--- config.mk ---
export PLATFORM = sky130hd
export DESIGN_NAME = beacon_sensor_payload_parser_unit
export DESIGN_NICKNAME = d
export VERILOG_FILES = /design/src/design/bspp_pkg.sv /design/src/design/bspp_in_queue.sv /design/src/design/bspp_out_queue.sv /design/src/design/bspp_parser.sv /design/src/design/beacon_sensor_payload_parser_unit.sv
export SDC_FILE = /design/constraint.sdc
export NUM_CORES = 1
export LEC_CHECK = 0
export BUFFER_PORTS_ARGS = -buffer_cell sky130_fd_sc_hd__buf_4
export CAP_MARGIN = 20
export CORE_MARGIN = 3
export CORE_UTILIZATION = 38
export CTS_BUF_LIST = sky130_fd_sc_hd__clkbuf_16
export DETAILED_ROUTE_END_ITERATION = 10
export PLACE_DENSITY = 0.54
export SETUP_SLACK_MARGIN = 0.3
export SYNTH_ARGS = -nofsm -noshare
export SYNTH_HDL_FRONTEND = slang
export SYNTH_SLANG_ARGS = --single-unit
export TNS_END_PERCENT = 20
--- constraint.sdc ---
create_clock -name clk -period 7.9 [get_ports clk]
set_input_delay 0.79 -clock clk [delete_from_list [all_inputs] [get_ports clk]]
set_output_delay 0.79 -clock clk [all_outputs]
set_load 0.01 [all_outputs]
--- src/design/bspp_pkg.sv ---
package bspp_pkg;

	localparam int MAX_FRAME_BYTES = 255;
	localparam int OFFSET_W = $clog2(MAX_FRAME_BYTES + 1);

	// Frame-control flags.
	localparam logic [15:0] FC_ENCRYPTED  = 16'h0008;
	localparam logic [15:0] FC_HAS_ADDR   = 16'h0010;
	localparam logic [15:0] FC_HAS_CAPAB  = 16'h0020;
	localparam logic [15:0] FC_HAS_OBJECT = 16'h0040;

	// Object type codes.
	localparam logic [15:0] OBJ_TEMP     = 16'h1004;
	localparam logic [15:0] OBJ_HUM      = 16'h1006;
	localparam logic [15:0] OBJ_TEMP_HUM = 16'h100D;
	localparam logic [15:0] OBJ_BATT     = 16'h100A;

	localparam logic [15:0] PRODUCT_RESET = 16'h01AA;

	// Frame status codes.
	localparam logic [2:0] ST_ACCEPTED   = 3'd0;
	localparam logic [2:0] ST_TOO_SHORT  = 3'd1;
	localparam logic [2:0] ST_ENCRYPTED  = 3'd2;
	localparam logic [2:0] ST_NO_ADDRESS = 3'd3;
	localparam logic [2:0] ST_FILTERED   = 3'd4;
	localparam logic [2:0] ST_NO_OBJECTS = 3'd5;
	localparam logic [2:0] ST_NO_DATA    = 3'd6;

	// Configuration register indexes.
	localparam logic [1:0] CFG_FILTER  = 2'd0;
	localparam logic [1:0] CFG_ADDRESS = 2'd1;
	localparam logic [1:0] CFG_PRODUCT = 2'd2;

	typedef enum logic [1:0] {
		PH_HEADER,
		PH_CAPAB,
		PH_OBJHDR,
		PH_OBJVAL
	} phase_t;

	typedef struct packed {
		logic [7:0] payload_byte;
		logic       last_byte;
	} in_item_t;

	typedef struct packed {
		logic [2:0]         frame_status;
		logic signed [15:0] temperature_tenths;
		logic [15:0]        humidity_tenths;
		logic [7:0]         battery_percent;
		logic [47:0]        sensor_address;
		logic [15:0]        frame_product;
	} result_t;

	typedef struct packed {
		logic        filter_by_address;
		logic [47:0] wanted_address;
		logic [15:0] wanted_product;
	} cfg_t;

endpackage

--- src/design/bspp_in_queue.sv ---
module bspp_in_queue (
	input  logic              clk,
	input  logic              arst_n,
	input  logic              push,
	output logic              full,
	input  bspp_pkg::in_item_t item,
	output logic              avail,
	input  logic              take,
	output bspp_pkg::in_item_t head
);
	import bspp_pkg::*;

	in_item_t   mem_q [2];
	logic       wr_q;
	logic       rd_q;
	logic [1:0] count_q;
	logic       wr_en;
	logic       rd_en;

	assign full  = (count_q == 2'd2);
	assign avail = (count_q != 2'd0);
	assign head  = mem_q[rd_q];
	assign wr_en = push && !full;
	assign rd_en = take && avail;

	always_ff @(posedge clk) begin
		if (wr_en) begin
			mem_q[wr_q] <= item;
		end
	end

	always_ff @(posedge clk or negedge arst_n) begin
		if (!arst_n) begin
			wr_q    <= 1'b0;
			rd_q    <= 1'b0;
			count_q <= 2'd0;
		end else begin
			if (wr_en) begin
				wr_q <= ~wr_q;
			end
			if (rd_en) begin
				rd_q <= ~rd_q;
			end
			case ({wr_en, rd_en})
				2'b10:   count_q <= count_q + 2'd1;
				2'b01:   count_q <= count_q - 2'd1;
				default: count_q <= count_q;
			endcase
		end
	end

endmodule

--- src/design/bspp_out_queue.sv ---
module bspp_out_queue (
	input  logic             clk,
	input  logic             arst_n,
	input  logic             push,
	output logic             full,
	input  bspp_pkg::result_t data,
	output logic             empty,
	input  logic             pop,
	output bspp_pkg::result_t head
);
	import bspp_pkg::*;

	result_t    mem_q [2];
	logic       wr_q;
	logic       rd_q;
	logic [1:0] count_q;
	logic       wr_en;
	logic       rd_en;

	assign full  = (count_q == 2'd2);
	assign empty = (count_q == 2'd0);
	assign head  = mem_q[rd_q];
	assign wr_en = push && !full;
	assign rd_en = pop && !empty;

	always_ff @(posedge clk) begin
		if (wr_en) begin
			mem_q[wr_q] <= data;
		end
	end

	always_ff @(posedge clk or negedge arst_n) begin
		if (!arst_n) begin
			wr_q    <= 1'b0;
			rd_q    <= 1'b0;
			count_q <= 2'd0;
		end else begin
			if (wr_en) begin
				wr_q <= ~wr_q;
			end
			if (rd_en) begin
				rd_q <= ~rd_q;
			end
			case ({wr_en, rd_en})
				2'b10:   count_q <= count_q + 2'd1;
				2'b01:   count_q <= count_q - 2'd1;
				default: count_q <= count_q;
			endcase
		end
	end

endmodule

--- src/design/bspp_parser.sv ---
module bspp_parser (
	input  logic               clk,
	input  logic               arst_n,
	input  bspp_pkg::cfg_t     cfg,
	input  logic               in_avail,
	input  bspp_pkg::in_item_t in_head,
	output logic               in_take,
	input  logic               res_full,
	output logic               res_push,
	output bspp_pkg::result_t  res_data
);
	import bspp_pkg::*;

	phase_t              phase_q, phase_d;
	logic [OFFSET_W-1:0] offset_q, offset_d;
	logic [15:0]         fc_q, fc_d;
	logic [15:0]         pc_q, pc_d;
	logic [47:0]         addr_q, addr_d;
	logic [15:0]         type_q, type_d;
	logic [7:0]          len_q, len_d;
	logic [7:0]          seen_q, seen_d;
	logic [31:0]         value_q, value_d;
	logic [15:0]         pend_t_q, pend_t_d;
	logic [15:0]         pend_h_q, pend_h_d;
	logic [7:0]          pend_b_q, pend_b_d;
	logic                pvalid_q, pvalid_d;
	logic [15:0]         st_t_q, st_t_d;
	logic [15:0]         st_h_q, st_h_d;
	logic [7:0]          st_b_q, st_b_d;
	logic [47:0]         st_a_q, st_a_d;
	logic [2:0]          status;
	logic [OFFSET_W-1:0] count;

	assign in_take  = in_avail && !res_full;
	assign res_push = in_take && in_head.last_byte;

	always_comb begin
		logic       start;
		logic       apply;
		logic       mismatch;
		logic [7:0] b;
		logic [7:0] seen_inc;

		b     = in_head.payload_byte;
		start = (offset_q == '0) && (phase_q == PH_HEADER);
		apply = 1'b0;

		// A new frame clears the header and object state and reloads readings.
		fc_d     = start ? '0 : fc_q;
		pc_d     = start ? '0 : pc_q;
		addr_d   = start ? '0 : addr_q;
		type_d   = start ? '0 : type_q;
		len_d    = start ? '0 : len_q;
		seen_d   = start ? '0 : seen_q;
		value_d  = start ? '0 : value_q;
		pend_t_d = start ? st_t_q : pend_t_q;
		pend_h_d = start ? st_h_q : pend_h_q;
		pend_b_d = start ? st_b_q : pend_b_q;
		pvalid_d = start ? 1'b0 : pvalid_q;
		phase_d  = phase_q;
		st_t_d   = st_t_q;
		st_h_d   = st_h_q;
		st_b_d   = st_b_q;
		st_a_d   = st_a_q;
		seen_inc = seen_q + 8'd1;

		case (phase_q)
			PH_HEADER: begin
				if (offset_q == OFFSET_W'(0)) fc_d[7:0] = b;
				if (offset_q == OFFSET_W'(1)) fc_d[15:8] = b;
				if (offset_q == OFFSET_W'(2)) pc_d[7:0] = b;
				if (offset_q == OFFSET_W'(3)) pc_d[15:8] = b;
				for (int i = 0; i < 6; i++) begin
					if (offset_q == OFFSET_W'(5 + i)) addr_d[8*i +: 8] = b;
				end
				if (offset_q >= OFFSET_W'(10)) begin
					phase_d = ((fc_d & FC_HAS_CAPAB) != '0) ? PH_CAPAB : PH_OBJHDR;
					seen_d  = '0;
				end
			end
			PH_CAPAB: begin
				phase_d = PH_OBJHDR;
				seen_d  = '0;
			end
			PH_OBJHDR: begin
				if (seen_q == 8'd0) begin
					type_d = {8'h00, b};
					seen_d = 8'd1;
				end else if (seen_q == 8'd1) begin
					type_d[15:8] = b;
					seen_d       = 8'd2;
				end else begin
					len_d   = b;
					value_d = '0;
					seen_d  = '0;
					if (b == 8'd0) begin
						apply = 1'b1;
					end else begin
						phase_d = PH_OBJVAL;
					end
				end
			end
			PH_OBJVAL: begin
				if (seen_q < 8'd4) value_d[{seen_q[1:0], 3'b000} +: 8] = b;
				seen_d = seen_inc;
				if (seen_inc >= len_d) begin
					apply   = 1'b1;
					phase_d = PH_OBJHDR;
					seen_d  = '0;
				end
			end
			default: phase_d = PH_HEADER;
		endcase

		// A complete known object of sufficient length updates the readings.
		if (apply) begin
			if (type_d == OBJ_TEMP && len_d >= 8'd2) begin
				pend_t_d = value_d[15:0];
				pvalid_d = 1'b1;
			end else if (type_d == OBJ_HUM && len_d >= 8'd2) begin
				pend_h_d = value_d[15:0];
				pvalid_d = 1'b1;
			end else if (type_d == OBJ_TEMP_HUM && len_d >= 8'd4) begin
				pend_t_d = value_d[15:0];
				pend_h_d = value_d[31:16];
				pvalid_d = 1'b1;
			end else if (type_d == OBJ_BATT && len_d >= 8'd1) begin
				pend_b_d = value_d[7:0];
				pvalid_d = 1'b1;
			end
		end

		count = (offset_q < OFFSET_W'(MAX_FRAME_BYTES)) ? offset_q + OFFSET_W'(1)
		                                                 : OFFSET_W'(MAX_FRAME_BYTES);
		offset_d = count;

		mismatch = cfg.filter_by_address ? (addr_d != cfg.wanted_address)
		                                 : (pc_d != cfg.wanted_product);
		if (count < OFFSET_W'(5))
			status = ST_TOO_SHORT;
		else if ((fc_d & FC_ENCRYPTED) != '0)
			status = ST_ENCRYPTED;
		else if ((fc_d & FC_HAS_ADDR) == '0 || count < OFFSET_W'(11))
			status = ST_NO_ADDRESS;
		else if (mismatch)
			status = ST_FILTERED;
		else if ((fc_d & FC_HAS_OBJECT) == '0)
			status = ST_NO_OBJECTS;
		else if (!pvalid_d)
			status = ST_NO_DATA;
		else
			status = ST_ACCEPTED;

		if (in_head.last_byte) begin
			if (status == ST_ACCEPTED) begin
				st_t_d = pend_t_d;
				st_h_d = pend_h_d;
				st_b_d = pend_b_d;
				st_a_d = addr_d;
			end
			phase_d  = PH_HEADER;
			offset_d = '0;
			seen_d   = '0;
		end

		res_data.frame_status       = status;
		res_data.temperature_tenths = st_t_d;
		res_data.humidity_tenths    = st_h_d;
		res_data.battery_percent    = st_b_d;
		res_data.sensor_address     = st_a_d;
		res_data.frame_product      = (count >= OFFSET_W'(4)) ? pc_d : '0;
	end

	always_ff @(posedge clk or negedge arst_n) begin
		if (!arst_n) begin
			phase_q  <= PH_HEADER;
			offset_q <= '0;
			fc_q     <= '0;
			pc_q     <= '0;
			addr_q   <= '0;
			type_q   <= '0;
			len_q    <= '0;
			seen_q   <= '0;
			value_q  <= '0;
			pend_t_q <= '0;
			pend_h_q <= '0;
			pend_b_q <= '0;
			pvalid_q <= 1'b0;
			st_t_q   <= '0;
			st_h_q   <= '0;
			st_b_q   <= '0;
			st_a_q   <= '0;
		end else if (in_take) begin
			phase_q  <= phase_d;
			offset_q <= offset_d;
			fc_q     <= fc_d;
			pc_q     <= pc_d;
			addr_q   <= addr_d;
			type_q   <= type_d;
			len_q    <= len_d;
			seen_q   <= seen_d;
			value_q  <= value_d;
			pend_t_q <= pend_t_d;
			pend_h_q <= pend_h_d;
			pend_b_q <= pend_b_d;
			pvalid_q <= pvalid_d;
			st_t_q   <= st_t_d;
			st_h_q   <= st_h_d;
			st_b_q   <= st_b_d;
			st_a_q   <= st_a_d;
		end
	end

	a_last_restarts: assert property (@(posedge clk) disable iff (!arst_n)
		in_take && in_head.last_byte |=> phase_q == PH_HEADER && offset_q == '0)
		else $error("frame end did not restart the parser");

	a_offset_counts: assert property (@(posedge clk) disable iff (!arst_n)
		in_take && !in_head.last_byte && offset_q != OFFSET_W'(MAX_FRAME_BYTES)
		|=> offset_q == $past(offset_q) + OFFSET_W'(1))
		else $error("byte offset did not advance");

	a_no_push_full: assert property (@(posedge clk) disable iff (!arst_n)
		res_push |-> !res_full)
		else $error("result pushed into a full queue");

	a_value_len: assert property (@(posedge clk) disable iff (!arst_n)
		phase_q == PH_OBJVAL |-> len_q != 8'd0)
		else $error("value phase with zero object length");

	a_commit_only_ok: assert property (@(posedge clk) disable iff (!arst_n)
		!(in_take && in_head.last_byte && status == ST_ACCEPTED) |=> $stable(st_a_q))
		else $error("stored address changed without an accepted frame");

endmodule

--- src/design/beacon_sensor_payload_parser_unit.sv ---
// Channel   Direction  Handshake               Payload
// input     in         push / full             item (payload_byte, last_byte)
// result    out        empty / pop             result (status, readings, address)
// config    in         cfg_valid / cfg_ready   cfg_index, cfg_data
//
// One byte is parsed per cycle while the parser is not stalled; a frame's result
// is in the result queue on the cycle after its last byte is parsed.
// Input and results each pass a two-entry queue, so the parser keeps taking bytes
// while one result waits; it stalls only while the result queue is full.
// Reset clears the parser, both queues and the registers (wanted product 0x01AA).
// Configuration is always ready; the user must write it only while no frame is in flight (not enforced).
module beacon_sensor_payload_parser_unit (
	input  logic               clk,
	input  logic               arst_n,
	input  logic               push,
	output logic               full,
	input  bspp_pkg::in_item_t item,
	output logic               empty,
	input  logic               pop,
	output bspp_pkg::result_t  result,
	input  logic               cfg_valid,
	output logic               cfg_ready,
	input  logic [1:0]         cfg_index,
	input  logic [47:0]        cfg_data
);
	import bspp_pkg::*;

	cfg_t     cfg_q;
	logic     in_avail;
	logic     in_take;
	in_item_t in_head;
	logic     res_full;
	logic     res_push;
	result_t  res_data;

	// Register writes are registered; unknown indexes are dropped.
	assign cfg_ready = 1'b1;

	always_ff @(posedge clk or negedge arst_n) begin
		if (!arst_n) begin
			cfg_q.filter_by_address <= 1'b0;
			cfg_q.wanted_address    <= '0;
			cfg_q.wanted_product    <= PRODUCT_RESET;
		end else if (cfg_valid && cfg_ready) begin
			case (cfg_index)
				CFG_FILTER:  cfg_q.filter_by_address <= cfg_data[0];
				CFG_ADDRESS: cfg_q.wanted_address    <= cfg_data;
				CFG_PRODUCT: cfg_q.wanted_product    <= cfg_data[15:0];
				default:     cfg_q                   <= cfg_q;
			endcase
		end
	end

	// The front queue decouples the byte source from the parser.
	bspp_in_queue u_in_queue (
		.clk    (clk),
		.arst_n (arst_n),
		.push   (push),
		.full   (full),
		.item   (item),
		.avail  (in_avail),
		.take   (in_take),
		.head   (in_head)
	);

	// The parser walks the frame and judges it at the final byte.
	bspp_parser u_parser (
		.clk      (clk),
		.arst_n   (arst_n),
		.cfg      (cfg_q),
		.in_avail (in_avail),
		.in_head  (in_head),
		.in_take  (in_take),
		.res_full (res_full),
		.res_push (res_push),
		.res_data (res_data)
	);

	// Finished results wait here until the consumer pops them.
	bspp_out_queue u_out_queue (
		.clk    (clk),
		.arst_n (arst_n),
		.push   (res_push),
		.full   (res_full),
		.data   (res_data),
		.empty  (empty),
		.pop    (pop),
		.head   (result)
	);

endmodule
==> results of run 1 <==
-- kinds of logic after synthesis --
| family | count (synthesis) | synth area share, % |
|---|---|---|
| DFF | 576 | 57.26 |
| and+or+nand+nor | 517 | 9.003 |
| AOI/OAI and AO/OA | 485 | 11.50 |
| muxes | 401 | 16.83 |
| buffers and inverters | 154 | 2.391 |
| xor gates and xnor gates | 66 | 2.124 |
| adders and majority gates | 19 | 0.8737 |
| other | 1 | 0.01378 |
-- critical path, delay by kind of cell, from the launching register on --
family / cells / cell delay (ns)
simple gates: 8 / 2.41
buf+inv: 5 / 1.54
fa+ha+maj: 2 / 0.61
compound gates: 3 / 0.58
flops: 1 / 0.43
mux: 1 / 0.40
-- cells in the final DEF (no fill, tap or decap), types with 9 or more instances in the layout --
master and count:
a21o_1 10, a21oi_1 79, a22o_1 36, a22oi_1 58, a31oi_1 20, a32o_1 9, and3_1 12, buf_4 201
clkbuf_16 61, clkinv_1 14, dfrtp_1 338, edfxtp_1 232, ha_1 19, inv_1 53, mux2_1 31, mux2_2 317
mux2_4 26, mux2i_1 26, nand2_1 268, nand2b_1 14, nand3_1 24, nand3b_1 9, nand4_1 13, nor2_1 86
nor3_1 10, nor4_1 17, o21a_1 25, o21ai_0 166, o22ai_1 15, o31ai_1 11, xnor2_1 43, xor2_1 23
-- final timing paths --
path	from	end	slack, ns	cells past startpoint
setup reg to reg	u_parser.offset_q[0]	u_parser.st_a_q[32]	1.67	19
hold / removal	arst_n	u_parser.st_a_q[29]	0.20	1
setup / recovery	u_parser.offset_q[0]	u_parser.st_a_q[32]	1.67	19
max in group asynchronous	arst_n	u_parser.st_t_q[2]	6.23	2
min in group clk	item[7]	u_in_queue.mem_q[0][7]	0.36	1
hold reg to reg	u_parser.type_q[7]	u_parser.type_q[7]	0.48	2
-- metal layers --
layer / vias up / track usage (%) / part of all wire [%]
li1: 8514 / - / -
met1: 9494 / 29.07 / 45
met2: 565 / 32.75 / 46
met3: 105 / 4.470 / 6.9
met4: 0 / 5.126 / 2.3
met5: - / 0 / 0
-- sequential cells by signal (all words and copies together), names as in the netlist, 16 cells and up --
signal             count
cfg_q                 65
u_in_queue.mem_q      18
u_out_queue.mem_q    214
u_parser.addr_q       48
u_parser.pc_q         16
u_parser.pend_h_q     16
u_parser.pend_t_q     16
u_parser.st_a_q       48
u_parser.st_h_q       16
u_parser.st_t_q       16
u_parser.type_q       16
u_parser.value_q      32
-- layout make-up --
cell class              instances  area [sq um]
fillers                      6472         39210
flip-flops and latches        576         15580
multi-input cells            1489         11040
repair buffers                207          1623
clock buffers                  61          1526
well taps                     940          1176
clock inverters                53         254.0
inverters                      27         101.3
-- power breakdown --
| part | internal (mW) | total, mW | switching, mW |
|---|---|---|---|
| logic | 1.51 | 4.24 | 2.73 |
| clock network | 1.42 | 2.59 | 1.17 |
| registers | 3.83 | 4.26 | 0.437 |
==> impl_metrics.env, run 1 <==
export IMPL_grt_usage_pct=20.73
export IMPL_mappedNetlistArea_sq_um=27210
export IMPL_clockBufferDepth=3
export IMPL_hpwl_mm=52.22
export IMPL_port_buffers=172
export IMPL_avgSynthCellArea_sq_um=12.26
export IMPL_antenna_left=0
export IMPL_ys_flop_type="dfrtp_1"
export IMPL_post_drt_via_cell_ratio=5.571
export IMPL_rows=97
export IMPL_p_leak_nw=13.05
export IMPL_fin_util_pct=44.40
export IMPL_synth_commonest_cells="dfrtp_1 (339), mux2_2 (317), nand2_1 (268)"
export IMPL_cts_repair_resized=0
export IMPL_rsz0062_at_grt="false"
export IMPL_drt_pre_antenna_iters=6
export IMPL_outcome="completed"
export IMPL_max_cap_viol_count=0
export IMPL_ir_drop_mv=0.2366
export IMPL_layout_setup_ws_ns=1.666
export IMPL_dp_slack_ns=1.752
export IMPL_core_sq_um=70510
export IMPL_holdBufCountCts=0
export IMPL_worst_setup_path_end_kind="register"
export IMPL_antenna_found_initial=1
export IMPL_syn_to_final_growth_pct=15.05
export IMPL_clock_latency_ns=0.62
export IMPL_synth_nets=2302
export IMPL_period_needed_ns=6.234
export IMPL_yosysSeqAreaShare_pct=57.26
export IMPL_ios=174
export IMPL_syn_inst=2219
export IMPL_drive_gt1_share_pct=27.14
export IMPL_path_clk_slew_ns=0.06
export IMPL_first_iter_violations=1666
export IMPL_synth_largest_area_cell="dfrtp_1"
export IMPL_remaining_drc_errors=0
export IMPL_critPathLaunchType="register"
export IMPL_yosysTopAreaCellShare_pct=31.18
export IMPL_timing_fmax_mhz=160.4
export IMPL_cts_tree="done"
export IMPL_skew_ns=0.01922
export IMPL_yosysUniqueCellTypes=77
export IMPL_worstMarginPinSlew_ns=1.107
export IMPL_synth_warnings=0
export IMPL_synth_edf_count=232
export IMPL_cts_inserted_buffers=60
export IMPL_cp_cell_sequence="inv_1, ha_1, nor3b_1, buf_4, nand3_1, buf_4, and2_1, ha_1, nand2b_1, a211oi_1, o31ai_1, o21ai_0, nor2b_1, nor3_1, buf_4, nand2b_1, nand4_4, buf_12, mux2_1"
export IMPL_die_area_sq_um=74850
export IMPL_grt_pass1_wl_mm=118.3
export IMPL_slew_viol_final=0
export IMPL_layoutNonFillerInstCount=3353
export IMPL_cp_arrival_ns=6.73
export IMPL_first_global_vias=18734
export IMPL_vias=18678
export IMPL_ys_async_sr_fraction_pct=59.72
export IMPL_hold_path_class="input port to asynchronous set/reset pin"
export IMPL_cts_root_buffer="clkbuf_16"
export IMPL_worst_path_most_repeated_cell="buf_4"
export IMPL_final_nets=2444
export IMPL_globalRouteOverflowTotal=0
export IMPL_finalHoldViolCount=0
export IMPL_clock_sinks=576
export IMPL_total_power_mw=11.10
export IMPL_worst_path_max_delay_cell="nand4_4"
export IMPL_n_antenna_cell=0
export IMPL_htree_levels=2
export IMPL_fin_tns_setup_ns=0
export IMPL_post_route_period_util_pct=78.91
export IMPL_wl_mm=78.82
export IMPL_synth_seq_cells=576
export IMPL_worstPathRequired_ns=8.40
export IMPL_grt_max_degree=161
export IMPL_gp_congestion=0.8958
export IMPL_fin_area_sq_um=31310
export IMPL_wl_per_cell_um=23.51
export IMPL_dp_cells=3238
export IMPL_powerDensity_nw_per_um2=354.6
export IMPL_synth_most_common_cell="dfrtp_1"
export IMPL_die_y_um=273.6
export IMPL_die_w_um=273.6
export IMPL_holdWs_ns=0.2022
export IMPL_path_max_fanout=63
export IMPL_start_util_pct=38.59
export IMPL_finalSetupViolCount=0
export IMPL_synth_area_leaders="dfrtp_1 (31%), edfxtp_1 (26%), mux2_2 (13%)"
export IMPL_cp_slowest_stage_delay_ns=0.60
export IMPL_critPathKind="register to register"
export IMPL_dpl_instance_area_sq_um=29500
export IMPL_post_cts_setup_buffer_count=0
export IMPL_slew_headroom_pct=26.18
(Power assumes the default switching activity.)
==> run 2, diff against run 1 <==
--- a/config.mk
+++ b/config.mk
@@ -11,7 +11,7 @@
 export CORE_UTILIZATION = 38
 export CTS_BUF_LIST = sky130_fd_sc_hd__clkbuf_16
 export DETAILED_ROUTE_END_ITERATION = 10
-export PLACE_DENSITY = 0.54
+export PLACE_DENSITY = 0.56
 export SETUP_SLACK_MARGIN = 0.3
 export SYNTH_ARGS = -nofsm -noshare
 export SYNTH_HDL_FRONTEND = slang
==> constraint.sdc (replaced) <==
create_clock -name clk -period 5.23 [get_ports clk]
set_input_delay 0.523 -clock clk [delete_from_list [all_inputs] [get_ports clk]]
set_output_delay 0.523 -clock clk [all_outputs]
set_load 0.01 [all_outputs]
==> impl_metrics.env, run 2 (synthesized netlist as in run 1, its figures left out) <==
export IMPL_port_buffers=172
export IMPL_max_cap_viol_count=0
export IMPL_fin_tns_setup_ns=0
export IMPL_finalSetupViolCount=0
export IMPL_cts_inserted_buffers=60
export IMPL_ir_drop_mv=0.3400
export IMPL_layout_setup_ws_ns=0.6200
export IMPL_period_needed_ns=4.610
export IMPL_worstMarginPinSlew_ns=1.040
export IMPL_busiest_layer="met2"
export IMPL_syn_to_final_growth_pct=17.50
export IMPL_largest_register_ff_count=214
export IMPL_die_area_sq_um=74850
export IMPL_finalHoldViolCount=0
export IMPL_die_w_um=273.6
export IMPL_remaining_drc_errors=0
export IMPL_slew_viol_final=0
export IMPL_first_iter_violations=1506
export IMPL_drive_gt1_share_pct=29.22
export IMPL_first_global_vias=18980
export IMPL_clockBufferDepth=3
export IMPL_gp_congestion=0.9208
export IMPL_cts_tree="done"
export IMPL_total_power_mw=17.48
export IMPL_wl_per_cell_um=23.23
export IMPL_hpwl_mm=52.72
export IMPL_die_y_um=273.6
export IMPL_grt_usage_pct=20.72
export IMPL_layoutNonFillerInstCount=3391
export IMPL_worstPathRequired_ns=5.60
export IMPL_wl_mm=78.78
export IMPL_vias=18945
export IMPL_drt_pre_antenna_iters=6
export IMPL_ios=174
export IMPL_grt_max_degree=118
export IMPL_grt_util_met3_pct=2.805
export IMPL_globalRouteOverflowTotal=0
export IMPL_critPathKind="register to register"
export IMPL_grtUsageMet2_pct=32.90
export IMPL_fin_area_sq_um=31970
export IMPL_post_drt_via_cell_ratio=5.587
export IMPL_hold_path_class="input port to register"
export IMPL_outcome="completed"
export IMPL_met1_usage_pct=30.01
export IMPL_n_fill_cell=6368
export IMPL_core_sq_um=70510
export IMPL_final_common_cell="dfrtp_1"
export IMPL_cp_arrival_ns=4.98
export IMPL_final_cell_mix="dfrtp_1 (338), mux2_2 (317), nand2_1 (268)"
export IMPL_post_route_period_util_pct=88.14
export IMPL_p_leak_nw=13.35
export IMPL_path_clk_slew_ns=0.07
export IMPL_dp_slack_ns=0.2999
export IMPL_rows=97
export IMPL_slew_headroom_pct=30.50
export IMPL_htree_levels=2
export IMPL_start_util_pct=38.59
export IMPL_timing_fmax_mhz=216.9
export IMPL_dpl_instance_area_sq_um=29780
export IMPL_rsz0062_at_grt="false"
export IMPL_worst_setup_path_end_kind="register"
export IMPL_grt_pass1_wl_mm=119.3
export IMPL_clock_latency_ns=0.64
export IMPL_largestRegisters="u_out_queue.mem_q: 214 flops, cfg_q: 65 flops"
export IMPL_powerDensity_nw_per_um2=546.6
export IMPL_clock_sinks=576
export IMPL_antenna_found_initial=1
export IMPL_skew_ns=0.03172
export IMPL_antenna_left=0
export IMPL_path_max_fanout=29
export IMPL_dp_cells=3273
export IMPL_critPathLaunchType="register"
export IMPL_cts_root_buffer="clkbuf_16"
export IMPL_regMostFlops="u_out_queue.mem_q"
export IMPL_final_nets=2481
run 2: cell count changes in the layout (fill, tap and decap cells not counted), moves of 2 or more:
cell / change
clkinv_4: +2
inv_1: -16
clkbuf_16: +3
buf_4: +32
bufinv_16: +8
buf_12: +3
clkinv_8: +2
run 2: worst max-delay path: stages (launching register included):
cell and delay (ns):
dfrtp_1 0.43, inv_1 0.17, ha_2 0.32, nor3b_1 0.21, buf_4 0.23, o211ai_1 0.28, buf_4 0.28, nand3_1 0.15
o221ai_1 0.26, nor4_2 0.39, nand4_1 0.27, o31ai_4 0.38, nand4_4 0.24, clkbuf_16 0.33, mux2_1 0.36
run 2: path summary, 6_finish.rpt:
path	start	endpoint	slack [ns]	depth (start not counted)
min in group asynchronous	arst_n	u_parser.st_a_q[25]	0.49	2
worst min-delay path	item[5]	u_in_queue.mem_q[0][5]	0.07	1
worst max register to register	u_parser.offset_q[0]	u_out_queue.mem_q[1][18]	0.62	14
worst max-delay path	u_parser.offset_q[0]	u_out_queue.mem_q[1][18]	0.62	14
worst min register to register	u_parser.type_q[5]	u_parser.type_q[5]	0.48	2
max in group asynchronous	arst_n	u_parser.value_q[29]	3.62	3
run 2: where the power goes:
part           leakage (nW)  total (mW)  internal, mW  switching [mW]
Sequential             6.77        6.37          5.78           0.595
Clock                  1.05        4.46          2.62            1.83
Combinational          5.53        6.65          2.43            4.22
Total                  13.3        17.5          10.8            6.65
run 2: final cells by class:
cell class / count / area, sq um / area share, %
diodes: 1 / 2.502 / 0.007827
well taps: 940 / 1176 / 3.678
clock buffers: 63 / 1577 / 4.931
repair buffers: 244 / 1958 / 6.124
flip-flops and latches: 576 / 15580 / 48.74
multi-input cells: 1489 / 11080 / 34.66
clock inverters: 51 / 493.0 / 1.542
inverters: 27 / 101.3 / 0.3170
run 2: metrics by stage:
step	util [%]	hold WS [ns]
3_3_place_gp	42.23	0.4560
3_5_place_dp	42.23	0.4638
2_1_floorplan	-	0.2274
4_1_cts	45.19	0.03715
6_report	45.34	0.07195
5_1_grt	45.34	0.04805
run 2: what timing repair did:
item,in CTS,in global routing
hold buffers,1,0
endpoints found under the setup margin,60,273
endpoints found under the hold margin,75,0
resized for setup,1,17
gates cloned,0,1
buffers inserted,0,1
pin swaps,0,1
run 2: layer usage:
metal  part of all wire (%)  up-vias
met5                      0        -
met4                    2.4        0
met3                    5.2      117
met2                     46      564
met1                     46     9687
li1                       -     8577
